==> src/cbq_pkg.sv <==
`timescale 1ns / 1ps

package cbq_pkg;

  localparam int COEF_W    = 27;
  localparam int COEF_FRAC = 24;
  localparam int CH_W      = 3;
  localparam int NCH_W     = 4;
  localparam int CFG_IDX_W = 3;
  localparam int TAP_W     = 3;

  typedef enum logic [2:0] {
    ST_IDLE,
    ST_MUL,
    ST_DRAIN,
    ST_RND,
    ST_FIN
  } cbq_state_t;

  // configuration register indices
  typedef enum logic [CFG_IDX_W-1:0] {
    REG_COEF_IN0,
    REG_COEF_IN1,
    REG_COEF_IN2,
    REG_COEF_FB1,
    REG_COEF_FB2,
    REG_NUM_CH
  } cbq_reg_t;

  // one product per tap of a stage
  typedef enum logic [TAP_W-1:0] {
    TAP_X0,
    TAP_X1,
    TAP_X2,
    TAP_Y1,
    TAP_Y2
  } cbq_tap_t;

  typedef struct packed {
    logic     load;
    logic     mul;
    cbq_tap_t tap;
    logic     stage;
    logic     acc_first;
    logic     acc_add;
    logic     rnd;
    logic     finish;
  } cbq_cmd_t;

  typedef struct packed {
    logic in_range;
  } cbq_sts_t;

endpackage

==> src/cbq_ctrl.sv <==
`timescale 1ns / 1ps

module cbq_ctrl (
  input  logic             clk,
  input  logic             rst_n,
  input  logic             in_tvalid,
  output logic             in_tready,
  output logic             out_tvalid,
  input  logic             out_tready,
  input  cbq_pkg::cbq_sts_t sts,
  output cbq_pkg::cbq_cmd_t cmd
);

  localparam int TAP_W = cbq_pkg::TAP_W;

  cbq_pkg::cbq_state_t state_r, state_nxt;
  logic [cbq_pkg::TAP_W-1:0] step_r, step_nxt;
  logic stage_r, stage_nxt;
  logic out_valid_r, out_valid_nxt;

  always_ff @(posedge clk) begin
    if (!rst_n) begin
      state_r     <= cbq_pkg::ST_IDLE;
      step_r      <= '0;
      stage_r     <= 1'b0;
      out_valid_r <= 1'b0;
    end else begin
      state_r     <= state_nxt;
      step_r      <= step_nxt;
      stage_r     <= stage_nxt;
      out_valid_r <= out_valid_nxt;
    end
  end

  always_comb begin
    state_nxt     = state_r;
    step_nxt      = step_r;
    stage_nxt     = stage_r;
    in_tready     = 1'b0;
    cmd           = '0;
    cmd.tap       = cbq_pkg::cbq_tap_t'(step_r);
    cmd.stage     = stage_r;
    unique case (state_r)
      cbq_pkg::ST_IDLE: begin
        in_tready = 1'b1;
        if (in_tvalid) begin
          cmd.load  = 1'b1;
          step_nxt  = '0;
          stage_nxt = 1'b0;
          state_nxt = sts.in_range ? cbq_pkg::ST_MUL : cbq_pkg::ST_FIN;
        end
      end
      cbq_pkg::ST_MUL: begin
        cmd.mul       = 1'b1;
        cmd.acc_add   = (step_r != TAP_W'(cbq_pkg::TAP_X0));
        cmd.acc_first = (step_r == TAP_W'(cbq_pkg::TAP_X1));
        if (step_r == TAP_W'(cbq_pkg::TAP_Y2)) begin
          state_nxt = cbq_pkg::ST_DRAIN;
        end else begin
          step_nxt = step_r + 1'b1;
        end
      end
      cbq_pkg::ST_DRAIN: begin
        cmd.acc_add = 1'b1;
        state_nxt   = cbq_pkg::ST_RND;
      end
      cbq_pkg::ST_RND: begin
        cmd.rnd = 1'b1;
        if (!stage_r) begin
          stage_nxt = 1'b1;
          step_nxt  = '0;
          state_nxt = cbq_pkg::ST_MUL;
        end else begin
          state_nxt = cbq_pkg::ST_FIN;
        end
      end
      cbq_pkg::ST_FIN: begin
        if (!out_valid_r || out_tready) begin
          cmd.finish = 1'b1;
          state_nxt  = cbq_pkg::ST_IDLE;
        end
      end
      default: state_nxt = cbq_pkg::ST_IDLE;
    endcase
  end

  always_comb begin
    if (cmd.finish) begin
      out_valid_nxt = 1'b1;
    end else if (out_tready) begin
      out_valid_nxt = 1'b0;
    end else begin
      out_valid_nxt = out_valid_r;
    end
  end

  assign out_tvalid = out_valid_r;

endmodule

==> src/cbq_datapath.sv <==
`timescale 1ns / 1ps

module cbq_datapath #(
  parameter int MAX_CHANNELS = 8,
  parameter int SAMPLE_BITS  = 24
) (
  input  logic                              clk,
  input  logic                              rst_n,
  input  cbq_pkg::cbq_cmd_t                 cmd,
  output cbq_pkg::cbq_sts_t                 sts,
  input  logic [cbq_pkg::CH_W-1:0]          in_channel,
  input  logic [SAMPLE_BITS-1:0]            in_sample,
  input  logic                              cfg_valid,
  input  logic [cbq_pkg::CFG_IDX_W-1:0]     cfg_index,
  input  logic [cbq_pkg::COEF_W-1:0]        cfg_data,
  output logic [cbq_pkg::CH_W-1:0]          out_channel,
  output logic [SAMPLE_BITS-1:0]            out_sample
);

  localparam int COEF_W = cbq_pkg::COEF_W;
  localparam int CH_W   = cbq_pkg::CH_W;
  localparam int NCH_W  = cbq_pkg::NCH_W;
  localparam int CH_AW  = (MAX_CHANNELS > 1) ? $clog2(MAX_CHANNELS) : 1;
  localparam int PROD_W = SAMPLE_BITS + COEF_W;
  localparam int ACC_W  = PROD_W + 3;
  localparam int Q_W    = ACC_W - cbq_pkg::COEF_FRAC;
  localparam logic signed [ACC_W-1:0] RND_BIAS = ACC_W'(64'd1 << (cbq_pkg::COEF_FRAC - 1));
  localparam logic signed [Q_W-1:0] Q_HI = Q_W'((64'd1 << (SAMPLE_BITS - 1)) - 64'd1);
  localparam logic signed [Q_W-1:0] Q_LO = -Q_HI - Q_W'(1);
  // history row: stage one x1 x2 y1 y2, then stage two x1 x2 y1 y2
  localparam int H_X1 = 0;
  localparam int H_X2 = 1;
  localparam int H_Y1 = 2;
  localparam int H_Y2 = 3;
  localparam int H_STAGE = 4;

  typedef logic [2*H_STAGE-1:0][SAMPLE_BITS-1:0] hist_row_t;

  logic signed [COEF_W-1:0] coef_in0_r, coef_in1_r, coef_in2_r, coef_fb1_r, coef_fb2_r;
  logic [NCH_W-1:0] num_ch_r;
  logic [NCH_W-1:0] num_ch_nxt;
  logic num_ch_wr;

  hist_row_t hist_mem [MAX_CHANNELS];
  logic [MAX_CHANNELS-1:0] row_valid_r;
  hist_row_t row_r;
  logic row_ok_r;

  logic [CH_W-1:0] ch_r;
  logic [SAMPLE_BITS-1:0] sample_r;
  logic range_r;
  logic [CH_AW-1:0] idx_in, idx_r;
  logic [CH_AW+CH_W-1:0] ch_ext;

  logic signed [SAMPLE_BITS-1:0] ya_r, yb_r;
  logic signed [SAMPLE_BITS-1:0] hx1, hx2, hy1, hy2, mul_a;
  logic signed [COEF_W-1:0] mul_b;
  logic signed [PROD_W-1:0] prod_w, prod_r;
  logic signed [ACC_W-1:0] acc_r, rsum;
  logic signed [Q_W-1:0] q_w;
  logic signed [SAMPLE_BITS-1:0] y_sat;
  hist_row_t row_eff, row_new;

  logic [CH_W-1:0] out_ch_r;
  logic [SAMPLE_BITS-1:0] out_sample_r;

  assign num_ch_wr = cfg_valid && (cfg_index == cbq_pkg::REG_NUM_CH);

  always_comb begin
    num_ch_nxt = cfg_data[NCH_W-1:0];
    if (num_ch_nxt == '0) begin
      num_ch_nxt = NCH_W'(1);
    end else if (32'(num_ch_nxt) > MAX_CHANNELS) begin
      num_ch_nxt = NCH_W'(MAX_CHANNELS);
    end
  end

  always_ff @(posedge clk) begin
    if (!rst_n) begin
      coef_in0_r <= '0;
      coef_in1_r <= '0;
      coef_in2_r <= '0;
      coef_fb1_r <= '0;
      coef_fb2_r <= '0;
      num_ch_r   <= NCH_W'(1);
    end else if (cfg_valid) begin
      unique case (cfg_index)
        cbq_pkg::REG_COEF_IN0: coef_in0_r <= cfg_data;
        cbq_pkg::REG_COEF_IN1: coef_in1_r <= cfg_data;
        cbq_pkg::REG_COEF_IN2: coef_in2_r <= cfg_data;
        cbq_pkg::REG_COEF_FB1: coef_fb1_r <= cfg_data;
        cbq_pkg::REG_COEF_FB2: coef_fb2_r <= cfg_data;
        cbq_pkg::REG_NUM_CH:   num_ch_r   <= num_ch_nxt;
        default: ;
      endcase
    end
  end

  assign ch_ext       = (CH_AW+CH_W)'(in_channel);
  assign idx_in       = ch_ext[CH_AW-1:0];
  assign sts.in_range = (NCH_W'(in_channel) < num_ch_r);

  always_ff @(posedge clk) begin
    if (cmd.load) begin
      ch_r     <= in_channel;
      sample_r <= in_sample;
      range_r  <= sts.in_range;
      idx_r    <= idx_in;
      if (sts.in_range) begin
        row_r <= hist_mem[idx_in];
      end
    end
  end

  always_ff @(posedge clk) begin
    if (!rst_n) begin
      row_ok_r    <= 1'b0;
      row_valid_r <= '0;
    end else begin
      if (cmd.load) begin
        row_ok_r <= sts.in_range && row_valid_r[idx_in];
      end
      if (num_ch_wr) begin
        row_valid_r <= '0;
      end else if (cmd.finish && range_r) begin
        row_valid_r[idx_r] <= 1'b1;
      end
    end
  end

  assign row_eff = row_ok_r ? row_r : '0;

  always_comb begin
    if (cmd.stage) begin
      hx1 = row_eff[H_STAGE + H_X1];
      hx2 = row_eff[H_STAGE + H_X2];
      hy1 = row_eff[H_STAGE + H_Y1];
      hy2 = row_eff[H_STAGE + H_Y2];
    end else begin
      hx1 = row_eff[H_X1];
      hx2 = row_eff[H_X2];
      hy1 = row_eff[H_Y1];
      hy2 = row_eff[H_Y2];
    end
  end

  always_comb begin
    case (cmd.tap)
      cbq_pkg::TAP_X0: begin
        mul_a = cmd.stage ? ya_r : sample_r;
        mul_b = coef_in0_r;
      end
      cbq_pkg::TAP_X1: begin
        mul_a = hx1;
        mul_b = coef_in1_r;
      end
      cbq_pkg::TAP_X2: begin
        mul_a = hx2;
        mul_b = coef_in2_r;
      end
      cbq_pkg::TAP_Y1: begin
        mul_a = hy1;
        mul_b = coef_fb1_r;
      end
      cbq_pkg::TAP_Y2: begin
        mul_a = hy2;
        mul_b = coef_fb2_r;
      end
      default: begin
        mul_a = '0;
        mul_b = '0;
      end
    endcase
  end

  assign prod_w = mul_a * mul_b;

  always_ff @(posedge clk) begin
    if (cmd.mul) begin
      prod_r <= prod_w;
    end
    if (cmd.acc_add) begin
      acc_r <= cmd.acc_first ? ACC_W'(prod_r) : acc_r + ACC_W'(prod_r);
    end
  end

  // round half up, then saturate
  assign rsum = acc_r + RND_BIAS;
  assign q_w  = Q_W'(rsum >>> cbq_pkg::COEF_FRAC);

  always_comb begin
    if (q_w > Q_HI) begin
      y_sat = Q_HI[SAMPLE_BITS-1:0];
    end else if (q_w < Q_LO) begin
      y_sat = Q_LO[SAMPLE_BITS-1:0];
    end else begin
      y_sat = q_w[SAMPLE_BITS-1:0];
    end
  end

  always_ff @(posedge clk) begin
    if (cmd.rnd) begin
      if (cmd.stage) begin
        yb_r <= y_sat;
      end else begin
        ya_r <= y_sat;
      end
    end
  end

  always_comb begin
    row_new                    = row_eff;
    row_new[H_X1]              = sample_r;
    row_new[H_X2]              = row_eff[H_X1];
    row_new[H_Y1]              = ya_r;
    row_new[H_Y2]              = row_eff[H_Y1];
    row_new[H_STAGE + H_X1]    = ya_r;
    row_new[H_STAGE + H_X2]    = row_eff[H_STAGE + H_X1];
    row_new[H_STAGE + H_Y1]    = yb_r;
    row_new[H_STAGE + H_Y2]    = row_eff[H_STAGE + H_Y1];
  end

  always_ff @(posedge clk) begin
    if (cmd.finish && range_r) begin
      hist_mem[idx_r] <= row_new;
    end
  end

  always_ff @(posedge clk) begin
    if (cmd.finish) begin
      out_ch_r     <= ch_r;
      out_sample_r <= range_r ? yb_r : '0;
    end
  end

  assign out_channel = out_ch_r;
  assign out_sample  = out_sample_r;

endmodule

==> src/cascaded_biquad_filter_unit.sv <==
`timescale 1ns / 1ps
// channel | dir | handshake             | payload
// in_     | in  | in_tvalid/in_tready   | tuser: channel[2:0]; tdata: sample
// out_    | out | out_tvalid/out_tready | tuser: channel[2:0]; tdata: filtered sample
// cfg_    | in  | cfg_valid/cfg_ready   | cfg_index, cfg_data
//
// An in-range sample uses one shared multiplier, five products per stage and two stages,
// plus drain, rounding and write-back; an unused channel goes from load straight to the finish step.
// Synchronous active-low reset; history is zero after reset and after a
// channel-count write. A waiting result holds in the output register while the
// next sample is taken; a stalled output only holds the write-back step.

module cascaded_biquad_filter_unit #(
  parameter int MAX_CHANNELS = 8,
  parameter int SAMPLE_BITS  = 24
) (
  input  logic                                  clk,
  input  logic                                  rst_n,
  input  logic                                  in_tvalid,
  output logic                                  in_tready,
  input  logic [cbq_pkg::CH_W-1:0]              in_tuser,  // [2:0] channel
  input  logic [((SAMPLE_BITS + 7) / 8) * 8-1:0] in_tdata,  // sample, zero padded
  output logic                                  out_tvalid,
  input  logic                                  out_tready,
  output logic [cbq_pkg::CH_W-1:0]              out_tuser, // [2:0] channel
  output logic [((SAMPLE_BITS + 7) / 8) * 8-1:0] out_tdata, // filtered sample, zero padded
  input  logic                                  cfg_valid,
  output logic                                  cfg_ready,
  input  logic [cbq_pkg::CFG_IDX_W-1:0]         cfg_index,
  input  logic [cbq_pkg::COEF_W-1:0]            cfg_data
);

  localparam int TDATA_W = ((SAMPLE_BITS + 7) / 8) * 8;

  cbq_pkg::cbq_cmd_t cmd;
  cbq_pkg::cbq_sts_t sts;
  logic [SAMPLE_BITS-1:0] out_sample;

  assign cfg_ready = 1'b1;

  cbq_ctrl u_ctrl (
    .clk        (clk),
    .rst_n      (rst_n),
    .in_tvalid  (in_tvalid),
    .in_tready  (in_tready),
    .out_tvalid (out_tvalid),
    .out_tready (out_tready),
    .sts        (sts),
    .cmd        (cmd)
  );

  cbq_datapath #(
    .MAX_CHANNELS (MAX_CHANNELS),
    .SAMPLE_BITS  (SAMPLE_BITS)
  ) u_datapath (
    .clk         (clk),
    .rst_n       (rst_n),
    .cmd         (cmd),
    .sts         (sts),
    .in_channel  (in_tuser),
    .in_sample   (in_tdata[SAMPLE_BITS-1:0]),
    .cfg_valid   (cfg_valid && cfg_ready),
    .cfg_index   (cfg_index),
    .cfg_data    (cfg_data),
    .out_channel (out_tuser),
    .out_sample  (out_sample)
  );

  assign out_tdata = TDATA_W'(out_sample);

endmodule

==> config.mk <==
export PLATFORM = sky130hd
export DESIGN_NAME = cascaded_biquad_filter_unit
export DESIGN_NICKNAME = d
export VERILOG_FILES = /design/src/cbq_pkg.sv /design/src/cbq_ctrl.sv /design/src/cbq_datapath.sv /design/src/cascaded_biquad_filter_unit.sv
export SDC_FILE = /design/constraint.sdc
export NUM_CORES = 2
export LEC_CHECK = 0
export BUFFER_PORTS_ARGS = -buffer_cell sky130_fd_sc_hd__clkbuf_2
export CAP_MARGIN = 20
export CORE_MARGIN = 2
export CORE_UTILIZATION = 50
export CTS_CLUSTER_DIAMETER = 60
export DETAILED_ROUTE_END_ITERATION = 16
export GPL_ROUTABILITY_DRIVEN = 0
export PLACE_DENSITY = 0.75
export RECOVER_POWER = 50
export SETUP_SLACK_MARGIN = 0.05
export SLEW_MARGIN = 20
export SYNTH_ARGS = -nofsm -noshare
export SYNTH_HDL_FRONTEND = slang
export SYNTH_SLANG_ARGS = --single-unit
==> constraint.sdc <==
create_clock -name clk -period 19.3 [get_ports clk]
set_input_delay 3.86 -clock clk [delete_from_list [all_inputs] [get_ports clk]]
set_output_delay 3.86 -clock clk [all_outputs]
set_load 0.1 [all_outputs]
# After elaboration in Yosys (flattened, before gate mapping)
# Memories as Yosys holds them, arrays and structs flattened. A register that Yosys moved wholly into a read port is not among the register bits.
# Index checks and enable logic that the tools add are counted.
# W data, S select, Z words.
[word_totals] wordCells=123 mem_bits_rw=1536 mem_count=1 out_inout_bits=30 inputBits=62 reg_bits=364
[classes] bitwise_logic=3 n_eq_ne=18 multipliers=1 n_mux=42 order_cmp=7 reduce_logical=27 add_sub_neg=3
[memory_table] name="u_datapath.hist_mem" words=8 width=192 read_ports=1 rd_clocked_by_memory_dff=1 write_ports=1 line_no="cbq_datapath.sv:44" rtl="hist_row_t hist_mem [MAX_CHANNELS];"
[op_table] op="$mux W192" n=1
[op_table] op="$mux W24" n=7
[op_table] op="$pmux W27 S5" n=1
[op_table] op="$pmux W24 S5" n=1
[op_table] op="$add A54 B25 Y54 const B" n=1
[op_table] op="$add A54 B51 Y54" n=1
[op_table] op="$mux W54" n=1
[op_table] op="$mul A24 B27 Y51" n=1
[op_table] op="$gt A30 B24 Y1 const B" n=1
[op_table] op="$lt A30 B24 Y1 const B" n=1
[op_table] op="$mux W3" n=8
[op_table] op="$reduce_and A2 Y1" n=10
[op_table] op="$eq A3 B2 Y1 const B" n=6
[op_table] op="$mux W1" n=15
[op_table] op="$pmux W3 S5" n=1
[op_table] op="$eq A3 B3 Y1 const B" n=4
[op_table] op="$eq A3 B1 Y1 const B" n=3
[op_table] op="$logic_not A3 Y1" n=3
[op_table] op="$pmux W3 S3" n=1
[op_table] op="$lt A3 B4 Y1 const B" n=2
[op_table] op="$mux W4" n=2
[op_table] op="$or A8 B8 Y8" n=1
[op_table] op="$ne A2 B2 Y1 const B" n=3
[op_table] op="$reduce_bool A3 Y1" n=2
[op_table] op="other kinds (17)" n=24

# Logic depth before layout (Yosys ltp)
[logic_depth] word_depth=7 ltp_mapped=39 ltp_nobuf=34

# By module
# From an unflattened synthesis, not the netlist that was laid out.
[hier_totals] hier_cells=6643 hier_area_um2=91308.8
[modules_own_cells] module="cbq_datapath" area_per_inst_um2=90752.0 instances=1 cells_each=6575
[modules_own_cells] module="cbq_ctrl" area_per_inst_um2=545.5 instances=1 cells_each=66
[modules_own_cells] module="cascaded_biquad_filter_unit" area_per_inst_um2=11.3 instances=1 cells_each=2

# Worst setup path before layout
# No wires, ideal clock.
[synth_path] path_type="input -> register" startpoint="input port out_tready" endpoint="memory u_datapath.hist_mem[1][0] (netlist name) (enable)" stages=4 path_buffers=0 required_ns=18.475 setup_ns=0.825 path_slack_ns=3.631 t_arrival_ns=14.844 cell_sequence="nand2b_1 and3_1 nand3_1 nor3_1"
[synth_rtl] item="start, declared" line_no="cascaded_biquad_filter_unit.sv:24" rtl="input logic out_tready,"
[synth_rtl] item="end, declared" line_no="cbq_datapath.sv:44"

# Final worst setup path
[layout_path] startpoint="register u_datapath.row_ok_r" endpoint="register u_datapath.prod_r[48] (data pin)"
[layout_via] elab_chain_len=4 elab_cells_between_ends=7 cone_classes="1 x mul; 6 x mux"
[layout_lines] item="start, declared" line_no="cbq_datapath.sv:47" rtl="logic row_ok_r;"
[layout_lines] item="start signal, assigned" line_no="cbq_datapath.sv:121" rtl="row_ok_r <= sts.in_range && row_valid_r[idx_in];"
[layout_lines] item="$mux W192 (*)" line_no="cbq_datapath.sv:131" rtl="assign row_eff = row_ok_r ? row_r : '0;"
[layout_lines] item="$mux W24" line_no="cbq_datapath.sv:134" rtl="if (cmd.stage) begin"
[layout_lines] item="$pmux W24 S5 (*)" line_no="cbq_datapath.sv:148" rtl="case (cmd.tap)"
[layout_lines] item="$mul A24 B27 Y51 (*)" line_no="cbq_datapath.sv:176" rtl="assign prod_w = mul_a * mul_b;"
[layout_lines] item="net u_datapath.prod_w[48]" line_no="cbq_datapath.sv:58" rtl="logic signed [PROD_W-1:0] prod_w, prod_r;"
[layout_lines] item="end signal, assigned" line_no="cbq_datapath.sv:180" rtl="prod_r <= prod_w;"
[layout_lines] item="end, declared" line_no="cbq_datapath.sv:58"
# The timed path passes the listed nets; every way through them passes the cells marked *.
# A chain may end at the register's enable or synchronous reset.

==> results.json <==
{
  "crit_required_ns": 19.87,
  "final_cell_area_mm2": 0.0988,
  "crit_type": "reg -> reg",
  "grt_first_pass_wirelength_um": 341000,
  "min_period_ns": 13.97,
  "cts_root_buffer": "clkbuf_16",
  "clk_pin_slew_worst_paths_ns": 0.06,
  "tns_ns": 0,
  "most-common-layout-cells": "edfxtp_1 (1504), nand2_1 (802), inv_1 (765)",
  "use_met1": 0.311,
  "violations": "max-capacitance violations, max-slew violations",
  "antenna_left": 0,
  "grt_usage": 0.244,
  "die_h_um": 429,
  "arrival_ns": 14.54,
  "setup-violations-final": 0,
  "synth_flop_cell": "edfxtp_1",
  "report.final.slew_viol_count": 901,
  "dieArea_mm2": 0.184,
  "grt_overflow_total": 0,
  "fillers": 13800,
  "yosys_warnings": 0,
  "syn2layout_area_growth_pct": 9.32,
  "finalNonFillerCells": 9108,
  "hold_violations": 0,
  "drive_gt1_frac": 0.133,
  "vias": 53600,
  "chipWidth_um": 429,
  "crit_fanout": 55,
  "ctsLongestPathBuffers": 3,
  "fin_skew_ns": 0.0358,
  "vias_per_cell": 5.89,
  "status": "finished with violations",
  "layout_commonest_cell": "edfxtp_1",
  "io_buffers": 90,
  "drc": 0,
  "fp-row-count": 156,
  "coreArea_mm2": 0.180,
  "multiInputGateArea_mm2": 0.0382,
  "grt_max_degree": 120,
  "synthTopCellsByArea": "edfxtp_1 (50%), fa_1 (15%), mux4_2 (7.2%), dfxtp_1 (3.5%), nand2_1 (3.3%)",
  "ys_ff_latch": 1660,
  "wl_per_cell_um": 24.4,
  "cts_tree": "built",
  "synth.distinct_cells": 81,
  "ioPinCount": 92,
  "tightestPinTransition_ns": 6.53,
  "insertion_delay_ns": 0.82,
  "drv_cap": 23,
  "met3_usage": 0.0453,
  "htreeDepth": 4,
  "avgSynthCellArea_um2": 13.8,
  "ys_seq_area_frac": 0.534,
  "place_inst": 8811,
  "synth_edf_count": 1504,
  "syn_nets": 7506,
  "max_freq_ghz": 0.0716,
  "endpoint_kind": "flip-flop",
  "hold_ws_ns": 0.460,
  "irDropWorstVdd_mv": 0.102,
  "dp_hpwl_um": 145000,
  "numCtsBuffers": 164,
  "postCtsResizedCells": 0,
  "p_per_area_mw_per_mm2": 85.0,
  "synth_top_cell_area_share": 0.499,
  "dr.pass1.iters": 8,
  "yosys.area.top_type": "edfxtp_1",
  "syn_area_mm2": 0.0904,
  "worstSetupStartpointType": "flip-flop",
  "hold_class": "reg -> reg",
  "rsz0062_at_grt": "no",
  "regArea_mm2": 0.0483,
  "post_cts_buffers": 0,
  "antenna_found_initial": 10,
  "period_share": 0.724,
  "grt_pass1_vias": 56300,
  "fin_nets": 7546,
  "busiest_layer": "met2",
  "holdBufCountCts": 0,
  "initialDrtViolationCount": 5542,
  "gr-usage-met2": 0.406,
  "max_slew_margin": -3.35,
  "routed_wl_um": 222000,
  "start_util": 0.502,
  "cts_num_sinks": 1660,
  "dpl-instance-area_mm2": 0.0937,
  "async_reset_ff_frac": 0,
  "leakage_nw": 37.8,
  "syn-instance-count": 6568
}
worst max-delay path: stages (launching register included):
cell and delay, ns:
dfxtp_1 1.99, clkbuf_1 2.50, o21ai_0 0.90, o211ai_1 0.32, clkbuf_1 1.08, nand2_1 0.40, fa_1 0.66, inv_1 0.14
fa_1 0.60, fa_1 0.93, inv_1 0.14, fa_1 0.51, fa_1 0.58, fa_1 0.43, fa_1 0.49, inv_1 0.04
ha_1 0.31, a21o_1 0.20, a21o_1 0.18, a21o_1 0.17, a21oi_1 0.14, nor2b_1 0.05, o21ai_0 0.14, nand2b_1 0.07
a221o_1 0.34, a41o_1 0.21, xor2_1 0.14
logic make-up (layout without fill, tap and decap cells):
logic type               Yosys count  in the layout  synth area share
AND/OR/NAND/NOR                 1567           1567            0.0771
other                              1              3         0.0000415
flip-flops                      1660           1660             0.534
AO/OA/AOI/OAI                    743            743            0.0560
XOR/XNOR                         118            118            0.0114
buffers and inverters           1093           1261            0.0455
multiplexers                     510            510            0.0987
adder cells (fa/ha/maj)          876            876             0.177
state kept, by name (all words and copies together) (netlist names), 4 cells and up:
name                    count
u_datapath.row_valid_r      8
u_datapath.hist_mem      1152
u_datapath.sample_r        24
u_datapath.coef_fb2_r      27
u_datapath.prod_r          51
u_datapath.ya_r            24
u_datapath.coef_in1_r      27
u_datapath.out_sample      24
u_datapath.acc_r           54
u_datapath.coef_in0_r      27
u_datapath.yb_r            24
u_datapath.coef_fb1_r      27
u_datapath.coef_in2_r      27
u_datapath.row_r          144
u_datapath.num_ch_r         4
synthesized netlist by cell type (49+ instances only):
library cell	n
edfxtp_1	1504
nand2_1	803
inv_1	765
fa_1	674
nor2_1	303
mux4_2	290
clkbuf_1	278
ha_1	202
and2_1	160
dfxtp_1	156
mux2_2	153
a21boi_0	138
a21oi_1	133
o21ai_0	96
nand2b_1	76
xnor2_1	69
mux2i_1	67
a21o_1	62
a22oi_1	57
xor2_1	49
report_power, final:
part | total [mW] | leakage, nW | switching, mW | internal (mW)
registers | 4.03 | 16.3 | 0.0493 | 3.98
logic | 1.26 | 18.9 | 0.768 | 0.487
clock network | 3.12 | 2.53 | 1.37 | 1.74
final timing paths:
| kind | start | endpoint | slack (ns) | cells past startpoint |
|---|---|---|---|---|
| max reg2reg | u_datapath.row_ok_r$_SDFFE_PN0P_ | u_datapath.prod_r[48]$_DFFE_PP_ | 5.33 | 26 |
| min | u_datapath.row_valid_r[2]$_SDFFE_PP0P_ | u_datapath.row_valid_r[2]$_SDFFE_PP0P_ | 0.46 | 1 |
| min reg2reg | u_datapath.row_valid_r[2]$_SDFFE_PP0P_ | u_datapath.row_valid_r[2]$_SDFFE_PP0P_ | 0.46 | 1 |
| max | u_datapath.row_ok_r$_SDFFE_PN0P_ | u_datapath.prod_r[48]$_DFFE_PP_ | 5.33 | 26 |
cell type report:
class | instances | area share
flip-flops and latches | 1660 | 0.488
well taps | 2370 | 0.0300
inverters | 765 | 0.0290
multi-input cells | 3815 | 0.387
diodes | 2 | 0.0000506
clock buffers | 206 | 0.0439
clock inverters | 88 | 0.00877
repair buffers | 202 | 0.0131
stage by stage:
step | power, mW | setup WS [ns] | util
5_1_grt | 8.69 | 4.92 | 0.549
2_1_floorplan | 4.97 | 3.63 | -
3_5_place_dp | 5.34 | 9.13 | 0.520
4_1_cts | 8.44 | 9.09 | 0.549
6_report | 8.40 | 5.33 | 0.549
3_3_place_gp | 5.33 | 9.20 | 0.520
layer usage:
layer	vias to the layer above	share of wire
li1	23000	-
met1	27600	0.38
met2	2445	0.49
met3	548	0.081
met4	4	0.052
met5	-	0.00011
Note: power is estimated with default switching activity, not from simulation.
